==> config.mk <==
export PLATFORM = sky130hd
export DESIGN_NAME = dashboard_power_mode_sequencer_unit
export DESIGN_NICKNAME = d
export VERILOG_FILES = /design/src/rtl/core/dpms_pkg.sv /design/src/rtl/core/dashboard_power_mode_sequencer_unit.sv /design/src/rtl/core/dpms_front.sv /design/src/rtl/core/dpms_queue.sv /design/src/rtl/core/dpms_back.sv
export SDC_FILE = /design/constraint.sdc
export NUM_CORES = 1
export LEC_CHECK = 0
export BUFFER_PORTS_ARGS = -buffer_cell sky130_fd_sc_hd__buf_2
export CAP_MARGIN = 15
export CORE_UTILIZATION = 56
export CTS_BUF_LIST = sky130_fd_sc_hd__clkbuf_8 sky130_fd_sc_hd__clkbuf_16
export DETAILED_ROUTE_END_ITERATION = 10
export GPL_ROUTABILITY_DRIVEN = 0
export MAX_ROUTING_LAYER = met4
export PLACE_DENSITY = 0.77
export SETUP_SLACK_MARGIN = 0.5
export SLEW_MARGIN = 15
export SYNTH_ARGS = -nofsm -noshare
export SYNTH_HDL_FRONTEND = slang
export SYNTH_HIERARCHICAL = 1
export SYNTH_SLANG_ARGS = --single-unit
==> constraint.sdc <==
create_clock -name clk_i -period 5.47 [get_ports clk_i]
set_input_delay 1.094 -clock clk_i [delete_from_list [all_inputs] [get_ports clk_i]]
set_output_delay 1.094 -clock clk_i [all_outputs]
set_load 0.005 [all_outputs]
==> src/rtl/core/dpms_pkg.sv <==
// Shared types, codes and constants of the dashboard power mode sequencer.
// No dependencies; every other file of the block imports this package.
package dpms_pkg;

  // Bus event kinds as they arrive on the command field.
  typedef enum logic [3:0] {
    EV_NONE        = 4'd0,
    EV_IGNITION    = 4'd1,
    EV_TANK        = 4'd2,
    EV_ODOMETER    = 4'd3,
    EV_RPM         = 4'd4,
    EV_SPEED       = 4'd5,
    EV_CONSUMPTION = 4'd6,
    EV_GEAR        = 4'd7,
    EV_HANDBRAKE   = 4'd8,
    EV_OTHER       = 4'd9
  } ev_e;

  localparam logic [3:0] CMD_MAX = 4'd9;

  typedef enum logic [2:0] {
    MODE_SLEEP   = 3'd0,
    MODE_CONFIRM = 3'd1,
    MODE_BOOT    = 3'd2,
    MODE_CLIMAX  = 3'd3,
    MODE_RUN     = 3'd4
  } mode_e;

  typedef enum logic [1:0] {
    PAGE_BLANK   = 2'd0,
    PAGE_STARTUP = 2'd1,
    PAGE_PARKED  = 2'd2,
    PAGE_DRIVE   = 2'd3
  } page_e;

  typedef enum logic [1:0] {
    OUTC_NONE  = 2'd0,
    OUTC_IDLE  = 2'd1,
    OUTC_DRIVE = 2'd2
  } outcome_e;

  typedef enum logic [2:0] {
    SHOW_NONE        = 3'd0,
    SHOW_TANK        = 3'd1,
    SHOW_ODOMETER    = 3'd2,
    SHOW_RPM         = 3'd3,
    SHOW_SPEED       = 3'd4,
    SHOW_CONSUMPTION = 3'd5,
    SHOW_GEAR        = 3'd6
  } show_e;

  typedef enum logic [1:0] {
    SB_NONE = 2'd0,
    SB_64MS = 2'd1,
    SB_32MS = 2'd2,
    SB_16MS = 2'd3
  } standby_e;

  // Configuration register indexes.
  localparam logic [1:0] CFG_CONFIRM_TIMEOUT  = 2'd0;
  localparam logic [1:0] CFG_BOOT_TIMEOUT     = 2'd1;
  localparam logic [1:0] CFG_RPM_ABSENT_LIMIT = 2'd2;
  localparam logic [1:0] CFG_CLIMAX_DURATION  = 2'd3;

  localparam int unsigned CFG_IDX_W  = 2;
  localparam int unsigned CFG_DATA_W = 16;

  // Capture bits for classes that are not tracked by the waiting mask.
  localparam logic [3:0] CAP_RPM_BRAKE = 4'b0001;
  localparam logic [3:0] CAP_SPEED     = 4'b0010;
  localparam logic [3:0] CAP_CONSUMPT  = 4'b0100;

  localparam logic [1:0] WAIT_FUEL = 2'b01;
  localparam logic [1:0] WAIT_ODO  = 2'b10;
  localparam logic [1:0] WAIT_ALL  = 2'b11;

  localparam logic [3:0] PTS_MAJOR = 4'd3;
  localparam logic [3:0] PTS_MINOR = 4'd1;
  localparam logic [7:0] STALE_MAX = 8'hFF;

  // Queue between the front and the back.
  localparam int unsigned QDEPTH = 2;
  localparam int unsigned QPTR_W = $clog2(QDEPTH);
  localparam int unsigned QCNT_W = $clog2(QDEPTH + 1);

  typedef struct packed {
    logic [15:0] confirm_timeout;
    logic [15:0] boot_timeout;
    logic [7:0]  rpm_absent_limit;
    logic [15:0] climax_duration;
  } cfg_t;

  // One classified bus event.
  typedef struct packed {
    ev_e         kind;
    logic        nz;
    logic [31:0] value;
    logic [7:0]  ms;
  } ev_t;

  // One result word.
  typedef struct packed {
    mode_e       mode;
    page_e       page;
    logic [7:0]  warp;
    outcome_e    outcome;
    show_e       show_kind;
    logic [31:0] show_value;
    standby_e    standby;
    logic        display_on;
  } res_t;

  // points * 255 / 11, saturated at 255.
  function automatic logic [7:0] warp_of(input logic [3:0] pts);
    logic [7:0] w;
    case (pts)
      4'd0:    w = 8'd0;
      4'd1:    w = 8'd23;
      4'd2:    w = 8'd46;
      4'd3:    w = 8'd69;
      4'd4:    w = 8'd92;
      4'd5:    w = 8'd115;
      4'd6:    w = 8'd139;
      4'd7:    w = 8'd162;
      4'd8:    w = 8'd185;
      4'd9:    w = 8'd208;
      4'd10:   w = 8'd231;
      default: w = 8'd255;
    endcase
    return w;
  endfunction

endpackage

==> src/rtl/core/dashboard_power_mode_sequencer_unit.sv <==
// Top level of the dashboard power mode sequencer: configuration registers,
// front classifier, event queue and mode back end. Depends on dpms_pkg.
//
//   channel   | handshake                 | payload
//   ----------+---------------------------+--------------------------------------
//   bus event | in_valid_i / in_stall_o   | cmd_i, event_value_i, ms_elapsed_i
//   result    | out_valid_o / out_stall_i | mode_o .. display_on_o, one per event
//   config    | cfg_we_i                  | cfg_idx_i, cfg_data_i
//
// One event a cycle is sustained while the result side does not stall; each
// accepted event is registered first in a queue entry, then in the result
// register of the back end. The back end updates the mode once per event.
// Reset puts the block in sleep with default timeouts and an empty queue.
// A stalled result holds; the two-entry queue keeps taking events until full.
module dashboard_power_mode_sequencer_unit (
  input  logic                           clk_i,
  input  logic                           rst_ni,
  input  logic                           in_valid_i,
  output logic                           in_stall_o,
  input  logic [3:0]                     cmd_i,
  input  logic [31:0]                    event_value_i,
  input  logic [7:0]                     ms_elapsed_i,
  output logic                           out_valid_o,
  input  logic                           out_stall_i,
  output logic [2:0]                     mode_o,
  output logic [1:0]                     page_o,
  output logic [7:0]                     warp_o,
  output logic [1:0]                     outcome_o,
  output logic [2:0]                     show_kind_o,
  output logic [31:0]                    show_value_o,
  output logic [1:0]                     standby_code_o,
  output logic                           display_on_o,
  input  logic                           cfg_we_i,
  input  logic [dpms_pkg::CFG_IDX_W-1:0]  cfg_idx_i,
  input  logic [dpms_pkg::CFG_DATA_W-1:0] cfg_data_i
);
  import dpms_pkg::*;

  cfg_t cfg_q;
  ev_t  front_ev;
  ev_t  head_ev;
  res_t res;
  logic push;
  logic pop;
  logic q_full;
  logic q_valid;

  always_ff @(posedge clk_i or negedge rst_ni) begin
    if (!rst_ni) begin
      cfg_q.confirm_timeout  <= 16'd64;
      cfg_q.boot_timeout     <= 16'd200;
      cfg_q.rpm_absent_limit <= 8'd16;
      cfg_q.climax_duration  <= 16'd1500;
    end else if (cfg_we_i) begin
      case (cfg_idx_i)
        CFG_CONFIRM_TIMEOUT:  cfg_q.confirm_timeout  <= cfg_data_i;
        CFG_BOOT_TIMEOUT:     cfg_q.boot_timeout     <= cfg_data_i;
        CFG_RPM_ABSENT_LIMIT: cfg_q.rpm_absent_limit <= cfg_data_i[7:0];
        CFG_CLIMAX_DURATION:  cfg_q.climax_duration  <= cfg_data_i;
        default: begin
        end
      endcase
    end
  end

  dpms_front u_front (
    .in_valid_i    (in_valid_i),
    .cmd_i         (cmd_i),
    .event_value_i (event_value_i),
    .ms_elapsed_i  (ms_elapsed_i),
    .q_full_i      (q_full),
    .in_stall_o    (in_stall_o),
    .push_o        (push),
    .ev_o          (front_ev)
  );

  dpms_queue u_queue (
    .clk_i     (clk_i),
    .rst_ni    (rst_ni),
    .push_i    (push),
    .push_ev_i (front_ev),
    .pop_i     (pop),
    .full_o    (q_full),
    .valid_o   (q_valid),
    .head_o    (head_ev)
  );

  dpms_back u_back (
    .clk_i       (clk_i),
    .rst_ni      (rst_ni),
    .cfg_i       (cfg_q),
    .ev_valid_i  (q_valid),
    .ev_i        (head_ev),
    .ev_pop_o    (pop),
    .out_stall_i (out_stall_i),
    .out_valid_o (out_valid_o),
    .res_o       (res)
  );

  assign mode_o         = res.mode;
  assign page_o         = res.page;
  assign warp_o         = res.warp;
  assign outcome_o      = res.outcome;
  assign show_kind_o    = res.show_kind;
  assign show_value_o   = res.show_value;
  assign standby_code_o = res.standby;
  assign display_on_o   = res.display_on;

endmodule

==> src/rtl/core/dpms_front.sv <==
// Front of the sequencer: accepts bus events and classifies them.
// Depends on dpms_pkg; feeds dpms_queue.
module dpms_front (
  input  logic              in_valid_i,
  input  logic [3:0]        cmd_i,
  input  logic [31:0]       event_value_i,
  input  logic [7:0]        ms_elapsed_i,
  input  logic              q_full_i,
  output logic              in_stall_o,
  output logic              push_o,
  output dpms_pkg::ev_t     ev_o
);
  import dpms_pkg::*;

  always_comb begin
    // Codes above the known range behave like an ordinary "other" event.
    if (cmd_i <= CMD_MAX) begin
      ev_o.kind = ev_e'(cmd_i);
    end else begin
      ev_o.kind = EV_OTHER;
    end
    ev_o.nz    = |event_value_i;
    ev_o.value = event_value_i;
    ev_o.ms    = ms_elapsed_i;
  end

  assign in_stall_o = q_full_i;
  assign push_o     = in_valid_i && !q_full_i;

endmodule

==> src/rtl/core/dpms_queue.sv <==
// Short event queue that decouples the front from the back.
// Depends on dpms_pkg for the event type and the depth.
module dpms_queue (
  input  logic            clk_i,
  input  logic            rst_ni,
  input  logic            push_i,
  input  dpms_pkg::ev_t   push_ev_i,
  input  logic            pop_i,
  output logic            full_o,
  output logic            valid_o,
  output dpms_pkg::ev_t   head_o
);
  import dpms_pkg::*;

  ev_t                 store_q [QDEPTH];
  logic [QPTR_W-1:0]   wr_ptr_q, wr_ptr_d;
  logic [QPTR_W-1:0]   rd_ptr_q, rd_ptr_d;
  logic [QCNT_W-1:0]   count_q, count_d;

  function automatic logic [QPTR_W-1:0] ptr_inc(input logic [QPTR_W-1:0] p);
    if (p == QPTR_W'(QDEPTH - 1)) begin
      return '0;
    end
    return p + QPTR_W'(1);
  endfunction

  always_comb begin
    wr_ptr_d = wr_ptr_q;
    rd_ptr_d = rd_ptr_q;
    count_d  = count_q;
    if (push_i) begin
      wr_ptr_d = ptr_inc(wr_ptr_q);
    end
    if (pop_i) begin
      rd_ptr_d = ptr_inc(rd_ptr_q);
    end
    if (push_i && !pop_i) begin
      count_d = count_q + QCNT_W'(1);
    end else if (pop_i && !push_i) begin
      count_d = count_q - QCNT_W'(1);
    end
  end

  always_ff @(posedge clk_i or negedge rst_ni) begin
    if (!rst_ni) begin
      wr_ptr_q <= '0;
      rd_ptr_q <= '0;
      count_q  <= '0;
    end else begin
      wr_ptr_q <= wr_ptr_d;
      rd_ptr_q <= rd_ptr_d;
      count_q  <= count_d;
    end
  end

  always_ff @(posedge clk_i) begin
    if (push_i) begin
      store_q[wr_ptr_q] <= push_ev_i;
    end
  end

  assign full_o  = (count_q == QCNT_W'(QDEPTH));
  assign valid_o = (count_q != '0);
  assign head_o  = store_q[rd_ptr_q];

endmodule

==> src/rtl/core/dpms_back.sv <==
// Back of the sequencer: mode state machine and the registered result word.
// Depends on dpms_pkg; takes events from dpms_queue.
module dpms_back (
  input  logic            clk_i,
  input  logic            rst_ni,
  input  dpms_pkg::cfg_t  cfg_i,
  input  logic            ev_valid_i,
  input  dpms_pkg::ev_t   ev_i,
  output logic            ev_pop_o,
  input  logic            out_stall_i,
  output logic            out_valid_o,
  output dpms_pkg::res_t  res_o
);
  import dpms_pkg::*;

  mode_e       mode_q, mode_d;
  page_e       page_q, page_d;
  outcome_e    outc_q, outc_d;
  logic [15:0] tick_q, tick_d;
  logic [3:0]  cap_q, cap_d;
  logic [3:0]  pts_q, pts_d;
  logic [1:0]  wait_q, wait_d;
  logic        eng_q, eng_d;
  logic        brk_q, brk_d;
  logic [7:0]  stale_q, stale_d;
  logic [15:0] climax_q, climax_d;
  logic        out_valid_q, out_valid_d;
  res_t        res_q, res_d;

  logic        pop;
  logic        run_off;
  logic [16:0] climax_sum;
  show_e       show_kind;
  logic [31:0] show_value;
  standby_e    standby;

  assign pop        = ev_valid_i && (!out_valid_q || !out_stall_i);
  assign climax_sum = {1'b0, climax_q} + {9'd0, ev_i.ms};

  always_comb begin
    mode_d     = mode_q;
    page_d     = page_q;
    outc_d     = outc_q;
    tick_d     = tick_q;
    cap_d      = cap_q;
    pts_d      = pts_q;
    wait_d     = wait_q;
    eng_d      = eng_q;
    brk_d      = brk_q;
    stale_d    = stale_q;
    climax_d   = climax_q;
    run_off    = 1'b0;
    show_kind  = SHOW_NONE;
    show_value = '0;
    standby    = SB_NONE;

    if (pop) begin
      // Any non-empty word wakes the block and counts as the first confirm word.
      if (mode_q == MODE_SLEEP && ev_i.kind != EV_NONE) begin
        mode_d = MODE_CONFIRM;
        tick_d = '0;
      end

      case (mode_d)
        MODE_CONFIRM: begin
          if (ev_i.kind == EV_IGNITION && ev_i.nz) begin
            mode_d = MODE_BOOT;
            page_d = PAGE_STARTUP;
            outc_d = OUTC_NONE;
            cap_d  = '0;
            pts_d  = '0;
            wait_d = WAIT_ALL;
            eng_d  = 1'b0;
            brk_d  = 1'b0;
            tick_d = '0;
          end else begin
            if (ev_i.kind == EV_NONE) begin
              standby = SB_64MS;
            end
            tick_d = tick_d + 16'd1;
            if (tick_d >= cfg_i.confirm_timeout) begin
              mode_d = MODE_SLEEP;
              page_d = PAGE_BLANK;
              outc_d = OUTC_NONE;
            end
          end
        end

        MODE_BOOT: begin
          case (ev_i.kind)
            EV_TANK: begin
              show_kind  = SHOW_TANK;
              show_value = ev_i.value;
              if ((wait_q & WAIT_FUEL) != '0) begin
                wait_d = wait_q & ~WAIT_FUEL;
                pts_d  = pts_q + PTS_MAJOR;
              end
            end
            EV_ODOMETER: begin
              show_kind  = SHOW_ODOMETER;
              show_value = ev_i.value;
              if ((wait_q & WAIT_ODO) != '0) begin
                wait_d = wait_q & ~WAIT_ODO;
                pts_d  = pts_q + PTS_MAJOR;
              end
            end
            EV_RPM, EV_HANDBRAKE: begin
              if (ev_i.kind == EV_RPM) begin
                eng_d = ev_i.nz;
              end else begin
                brk_d = ev_i.nz;
              end
              if ((cap_q & CAP_RPM_BRAKE) == '0) begin
                cap_d = cap_q | CAP_RPM_BRAKE;
                pts_d = pts_q + PTS_MAJOR;
              end
            end
            EV_SPEED: begin
              if ((cap_q & CAP_SPEED) == '0) begin
                cap_d = cap_q | CAP_SPEED;
                pts_d = pts_q + PTS_MINOR;
              end
            end
            EV_CONSUMPTION: begin
              if ((cap_q & CAP_CONSUMPT) == '0) begin
                cap_d = cap_q | CAP_CONSUMPT;
                pts_d = pts_q + PTS_MINOR;
              end
            end
            EV_IGNITION: begin
              if (!ev_i.nz) begin
                mode_d = MODE_SLEEP;
                page_d = PAGE_BLANK;
                outc_d = OUTC_NONE;
              end
            end
            EV_NONE: begin
              tick_d = tick_q + 16'd1;
              if (tick_d >= cfg_i.boot_timeout) begin
                wait_d = '0;
              end
            end
            default: begin
            end
          endcase
          // Boot hands over once fuel and odometer are in, or on timeout.
          if (mode_d == MODE_BOOT && wait_d == '0) begin
            mode_d   = MODE_CLIMAX;
            outc_d   = (eng_d && !brk_d) ? OUTC_DRIVE : OUTC_IDLE;
            climax_d = '0;
          end
        end

        MODE_CLIMAX: begin
          if (ev_i.kind == EV_IGNITION && !ev_i.nz) begin
            mode_d = MODE_SLEEP;
            page_d = PAGE_BLANK;
            outc_d = OUTC_NONE;
          end else begin
            climax_d = climax_sum[16] ? 16'hFFFF : climax_sum[15:0];
            if (climax_d >= cfg_i.climax_duration) begin
              mode_d  = MODE_RUN;
              eng_d   = 1'b0;
              brk_d   = 1'b0;
              stale_d = '0;
            end
          end
        end

        MODE_RUN: begin
          case (ev_i.kind)
            EV_RPM: begin
              eng_d      = ev_i.nz;
              stale_d    = '0;
              show_kind  = SHOW_RPM;
              show_value = ev_i.value;
            end
            EV_SPEED: begin
              show_kind  = SHOW_SPEED;
              show_value = ev_i.value;
            end
            EV_TANK: begin
              show_kind  = SHOW_TANK;
              show_value = ev_i.value;
            end
            EV_ODOMETER: begin
              show_kind  = SHOW_ODOMETER;
              show_value = ev_i.value;
            end
            EV_CONSUMPTION: begin
              show_kind  = SHOW_CONSUMPTION;
              show_value = ev_i.value;
            end
            EV_GEAR: begin
              show_kind  = SHOW_GEAR;
              show_value = ev_i.value;
            end
            EV_HANDBRAKE: begin
              brk_d = ev_i.nz;
            end
            EV_IGNITION: begin
              run_off = !ev_i.nz;
            end
            EV_NONE: begin
              // The stale counter stops at its top; rpm is dropped at the limit.
              if (stale_q < STALE_MAX) begin
                stale_d = stale_q + 8'd1;
                if (stale_d >= cfg_i.rpm_absent_limit) begin
                  eng_d = 1'b0;
                end
              end
              standby = (page_q == PAGE_DRIVE) ? SB_16MS : SB_32MS;
            end
            default: begin
            end
          endcase
          if (run_off) begin
            mode_d = MODE_SLEEP;
            page_d = PAGE_BLANK;
            outc_d = OUTC_NONE;
          end else begin
            page_d = (eng_d && !brk_d) ? PAGE_DRIVE : PAGE_PARKED;
          end
        end

        default: begin
        end
      endcase
    end
  end

  always_comb begin
    res_d            = res_q;
    res_d.mode       = mode_d;
    res_d.page       = page_d;
    res_d.warp       = (mode_d == MODE_BOOT || mode_d == MODE_CLIMAX) ? warp_of(pts_d) : '0;
    res_d.outcome    = (mode_d == MODE_CLIMAX || mode_d == MODE_RUN) ? outc_d : OUTC_NONE;
    res_d.show_kind  = show_kind;
    res_d.show_value = show_value;
    res_d.standby    = standby;
    res_d.display_on = (mode_d == MODE_BOOT || mode_d == MODE_CLIMAX || mode_d == MODE_RUN);

    if (pop) begin
      out_valid_d = 1'b1;
    end else if (!out_stall_i) begin
      out_valid_d = 1'b0;
    end else begin
      out_valid_d = out_valid_q;
    end
  end

  always_ff @(posedge clk_i or negedge rst_ni) begin
    if (!rst_ni) begin
      mode_q      <= MODE_SLEEP;
      page_q      <= PAGE_BLANK;
      outc_q      <= OUTC_NONE;
      tick_q      <= '0;
      cap_q       <= '0;
      pts_q       <= '0;
      wait_q      <= WAIT_ALL;
      eng_q       <= 1'b0;
      brk_q       <= 1'b0;
      stale_q     <= '0;
      climax_q    <= '0;
      out_valid_q <= 1'b0;
    end else begin
      mode_q      <= mode_d;
      page_q      <= page_d;
      outc_q      <= outc_d;
      tick_q      <= tick_d;
      cap_q       <= cap_d;
      pts_q       <= pts_d;
      wait_q      <= wait_d;
      eng_q       <= eng_d;
      brk_q       <= brk_d;
      stale_q     <= stale_d;
      climax_q    <= climax_d;
      out_valid_q <= out_valid_d;
    end
  end

  // The result word is loaded only with a new event, so it holds while stalled.
  always_ff @(posedge clk_i) begin
    if (pop) begin
      res_q <= res_d;
    end
  end

  assign ev_pop_o    = pop;
  assign out_valid_o = out_valid_q;
  assign res_o       = res_q;

endmodule

# Word-level counts from Yosys, hierarchy flattened
# Memory sizes are Yosys's and may differ from the RTL's. A register that Yosys moved wholly into a read port is not among the register bits.
# Index checks and enable logic that the tools add are counted.
[op_classes] addsub=10 order_cmp=6 eq_ne=37 n_mux=118 n_reduce_logical=52
[op_table] operator="2-to-1 mux 16 bit" n=7
[op_table] operator="2-to-1 mux 32 bit" n=2
[op_table] operator="case mux 16 bit (2 select lines)" n=2
[op_table] operator="case mux 32 bit (2 select lines)" n=1
[op_table] operator="2-to-1 mux 2 bit" n=25
[op_table] operator=">= comparator 16 bit" n=3
[op_table] operator="2-to-1 mux 3 bit" n=15
[op_table] operator="2-to-1 mux 1 bit" n=37
[op_table] operator="adder 16 x 1 -> 16 bit, second input constant" n=2
[op_table] operator="2-to-1 mux 4 bit" n=8
[op_table] operator="case mux 8 bit (2 select lines)" n=2
[op_table] operator="OR reduction 32 bit" n=1
[op_table] operator="2-to-1 mux 8 bit" n=3
[op_table] operator="AND reduction 7 bit" n=3
[op_table] operator="case mux 4 bit (5 select lines)" n=1
[op_table] operator="inequality test 2 x 1 -> 1 bit, second input constant" n=9
[op_table] operator="case mux 3 bit (6 select lines)" n=1
[op_table] operator="adder 16 x 8 -> 17 bit" n=1
[op_table] operator="equality test 4 x 3 -> 1 bit, second input constant" n=4
[op_table] operator="zero test 4 bit" n=4
[op_table] operator="case mux 2 bit (4 select lines)" n=2
[op_table] operator="equality test 3 x 2 -> 1 bit, second input constant" n=5
[op_table] operator="case mux 2 bit (2 select lines)" n=3
[op_table] operator="case mux 3 bit (2 select lines)" n=2
[op_table] operator="39 further kinds" n=80
[totals] reg_bits=164 ram_bits=90 romBits=128 inputBits=67 out_inout_bits=55 word_cells=253 mem_count=2
[memory_table] memory="(name not given)" words=16 word_bits=8 read_ports=1 rd_clocked_by_memory_dff=1 wr=0 line_no="dpms_pkg.sv:116" source="case (pts)"
[memory_table] memory="u_queue.store_q" words=2 word_bits=45 read_ports=1 rd_clocked_by_memory_dff=0 wr=1 line_no="dpms_queue.sv:15" source="ev_t store_q [QDEPTH];"

# Longest topological paths before layout
# An unclocked memory read counts as a cell.
[logic_depth] word_depth=17 ltp_mapped=23 mapped_depth_nobuf=20

# By module
# The synthesis kept the hierarchy.
[by_module_without_submodules] mod="dpms_back" instances=1 cells_per_inst=924 area_per_inst_um2=8135.3 seq_area_each_um2=3070.4
[by_module_without_submodules] mod="dpms_queue" instances=1 cells_per_inst=156 area_per_inst_um2=3636.0 seq_area_each_um2=2802.7
[by_module_without_submodules] mod="dashboard_power_mode_sequencer_unit" instances=1 cells_per_inst=119 area_per_inst_um2=2122.0 seq_area_each_um2=1416.4
[by_module_without_submodules] mod="dpms_front" instances=1 cells_per_inst=58 area_per_inst_um2=416.6 seq_area_each_um2=0.0

# Least setup slack after synthesis
# Ideal clock, no wire load.
[synth_timing] kind="flip-flop to flip-flop" from="reg u_queue.rd_ptr_q" to="reg u_back.res_q (netlist bit u_back/res_o[39]), data pin" setup_ns=0.267 arrival_ns=4.722 t_required_ns=5.203 setup_slack_ns=0.481 stages_incl_launch_ff=23 n_path_buf=3 synth_period_minus_slack_ns=4.989 path_cell_list="dfrtp_1 -> buf_6 -> buf_12 -> mux2_4 -> ha_1 -> fa_1 -> a21o_1 -> a21oi_1 -> o21bai_1 -> a21oi_1 -> a211oi_2 -> nand3_1 -> clkbuf_1 -> nand2_1 -> ha_1 -> nand4_1 -> a211o_1 -> o211ai_1 -> a21oi_1 -> o41ai_1 -> a211o_1 -> mux2_2 -> a21oi_1"
[synth_lines] element="from (decl)" line_no="dpms_queue.sv:17" source="logic [QPTR_W-1:0] rd_ptr_q, rd_ptr_d;"
[synth_lines] element="from (signal assigned)" line_no="dpms_queue.sv:51" source="rd_ptr_q <= rd_ptr_d;"
[synth_lines] element="to (signal assigned)" line_no="dpms_back.sv:285" source="res_q <= res_d;"
[synth_lines] element="to (decl)" line_no="dpms_back.sv:28" source="res_t res_q, res_d;"

==> metrics.csv <==
metric;value;unit
clkSinkCount;262;
synth_edf_count;143;
max_freq;200;MHz
grt_usage;0.236;
wl_per_cell;17.8;microns
seq_area_frac_synth;0.509;
cts_buffers;28;
worstPathArrival;5.39;ns
fin_skew;0.0132;ns
cts_tree;yes;
switching_share;0.354;
ant_nets;0;
core-area;0.0251;sq mm
status;finished clean;
period_minus_slack;4.99;ns
avgSynthCellArea;11.4;sq um
rows;58;
crit_top_cell;a21oi_2;
grt_pass1_wl;47900;microns
drive_above_1_share;0.278;
crit_type;reg -> reg;
start_util;0.570;
vias;9897;
netlist_instances;1257;
clock_power_share;0.235;
dp.cells;1637;
cts-root-buf;clkbuf_16;
comb_power_share;0.396;
tns;0;ns
first_global_vias;9571;
diodes;0;
yosys.cell_types.count;87;
switchingPower;2.92;mW
fp.dieH;162;microns
ir_worst_vdd;0.333;mV
synth_fp_nets;1402;
power.leakage;6.99;nW
crit_path_top_delay_cell;dfrtp_4;
die_w;162;microns
antenna_found_initial;0;
startpoint_type;register;
worst_hold_slack;0.495;ns
hold_viol_final;0;
io_buffers;121;
rsz0062_at_grt;yes;
finalCritPeriodShare;0.913;
p_int;5.34;mW
ys_seq_elements;262;
area_growth;13.4;%
hold_class;reg -> reg;
avgViaCountPerCell;5.80;
ios;122;
crit_fanout;4;
routed_wl;30300;microns
slew_violations;0;
globalRouteOverflowTotal;0;
synth_top_area_frac;0.300;
drt_iter0_drc;671;
synth_area_leaders;edfxtp_1, dfrtp_1, ha_1, mux2_2, mux2_4;
cts_hold_buf;0;
powerDensity;509;mW/mm^2
endpoint_kind;register;
required;5.87;ns
drc;0;
drv_cap;0;
worstSkewPairLatency;0.54;ns
ys_warn_count;6;
worstMarginPinSlew;1.10;ns
cp_cell_sequence;buf_4 -> mux2_4 -> ha_1 -> a21o_1 -> a21oi_2 -> o21ai_2 -> a31oi_2 -> o21bai_2 -> nand4_1 -> xor2_1 -> nand2_2 -> ha_4 -> nand4_1 -> a211o_1 -> o211ai_1 -> a21oi_2 -> buf_6 -> o41ai_4 -> buf_4 -> nand2_1 -> mux2_4 -> a21oi_2;
power;8.26;mW
synthArstFlopShare;0.454;
hpwl;20700;microns
synth_top_area_cell;edfxtp_1;
cts.clk_slew.worst_paths;0.06;ns
fin_cells;1705;
syn_area;0.0143;sq mm
clock_path_buffers;3;
first_pass_iters;5;
nets;1499;
grt_max_degree;82;
n_fill_cell;1971;
max_stage_delay;0.52;ns
hold_depth;1;
synth_flop_cell;edfxtp_1;
reg2reg_depth;22;
relSlewSlack;0.267;
dieArea;0.0262;sq mm
setup_violations;0;
htreeDepth;1;
seq_power_share;0.369;
-- timing repair --
action | in CTS | in global routing
cloned | 0 | 1
pin swaps | 2 | 23
gates resized for setup | 9 | 38
buffers inserted | 4 | 12
endpoints found under the setup margin | 21 | 22
-- cells in the final DEF, fill, tap and decap left out, types with 15 or more instances in the layout --
master and instances:
nor2_1 71, buf_2 120, nand2_1 86, inv_1 89
xor2_1 28, nand3_1 35, dfrtp_1 104, mux2_2 64
mux2_4 40, ha_1 69, a21o_1 15, a22o_1 16
o21ai_0 75, a21oi_1 47, and2_1 37, edfxtp_1 143
xnor2_1 16, buf_4 34, nand4_1 15, clkbuf_16 29
-- layer usage --
| layer | routed length (microns) | vias up | share of wire | track usage |
|---|---|---|---|---|
| li1 | - | 4686 | - | - |
| met1 | 12800 | 4834 | 0.42 | 0.299 |
| met2 | 14700 | 310 | 0.49 | 0.387 |
| met3 | 1860 | 67 | 0.062 | 0.0396 |
| met4 | 861 | 0 | 0.028 | 0.0733 |
| met5 | 0 | - | 0 | - |
-- flip-flops by register name, summed over array words and instances (netlist names), 4 cells and up --
signal and flops:
u_back/pts_q 4, u_back/climax_q 16, u_back/res_o 53, u_queue/store_q 90
u_back/tick_q 16, u_back/stale_q 8, cfg_q 56
-- stage by stage --
stage	setup WS [ns]	util	area, sq um
after detailed placement	0.114	0.593	14900
after global placement	0.291	0.593	14900
after global routing	0.323	0.647	16200
after CTS	0.501	0.634	15900
after floorplan	0.564	-	14300
final	0.475	0.647	16200
-- final cells by class --
class                      instances  area (sq um)  area share
multi-input combinational        819          6340       0.391
tap                              330           413      0.0254
inverter                          86           323      0.0199
timing repair buffer             157           898      0.0553
sequential                       262          7290       0.449
clock inverter                    18           184      0.0113
clock buffer                      33           781      0.0481
-- power groups by stage --
stage	Clock (mW)	Combinational (mW)	Sequential [mW]
detailed placement	0	2.94	3.08
global route	2.05	3.60	3.10
CTS	1.98	3.03	3.03
finish	1.95	3.27	3.05
global placement	0	2.85	3.07
floorplan	0	2.32	2.93
-- worst max-delay path, delay by kind of cell, from the launching register on --
kind,cells,cell delay (ns)
buffers and inverters,3,0.49
muxes,2,0.58
xor gates and xnor gates,1,0.23
adders and majority gates,2,0.59
and+or+nand+nor,4,0.49
AOI/OAI and AO/OA,10,1.97
DFF,1,0.52
-- path summary, 6_finish.rpt --
check / startpoint / endpoint / slack (ns)
worst max register to register: u_queue/rd_ptr_q / u_back/res_o[39] / 0.48
max in group asynchronous: rst_ni / u_back/wait_q[0] / 3.63
min in group asynchronous: rst_ni / cfg_q[49] / 0.73
worst min register to register: u_queue/count_q[1] / u_queue/count_q[1] / 0.49
worst min-delay path: u_queue/count_q[1] / u_queue/count_q[1] / 0.49
worst max-delay path: u_queue/rd_ptr_q / u_back/res_o[39] / 0.48
-- synth_stat cells (7+ instances only) --
cell,number
xor2_1,28
a22o_1,16
a221oi_1,8
nor3_1,15
a21oi_1,55
buf_4,41
dfrtp_1,105
o211ai_1,7
mux2_2,64
a31oi_1,10
dfstp_2,14
nor4_1,12
nor2_1,72
ha_1,77
edfxtp_1,143
nand2b_1,10
nand4_1,15
nand3_1,37
and3_1,9
o21ai_0,80
clkbuf_1,34
nand2_1,88
a21o_1,15
inv_1,83
mux2_4,39
o21a_1,8
and2_1,38
xnor2_1,16
nor2b_1,11
-- cells by family after synthesis --
group                      share of synthesized area
xor gates and xnor gates                      0.0269
adders and majority gates                     0.0687
buffers and inverters                         0.0653
DFF                                            0.509
AOI/OAI and AO/OA                              0.113
muxes                                         0.0934
and+or+nand+nor                                0.123
(Power assumes the default switching activity.)
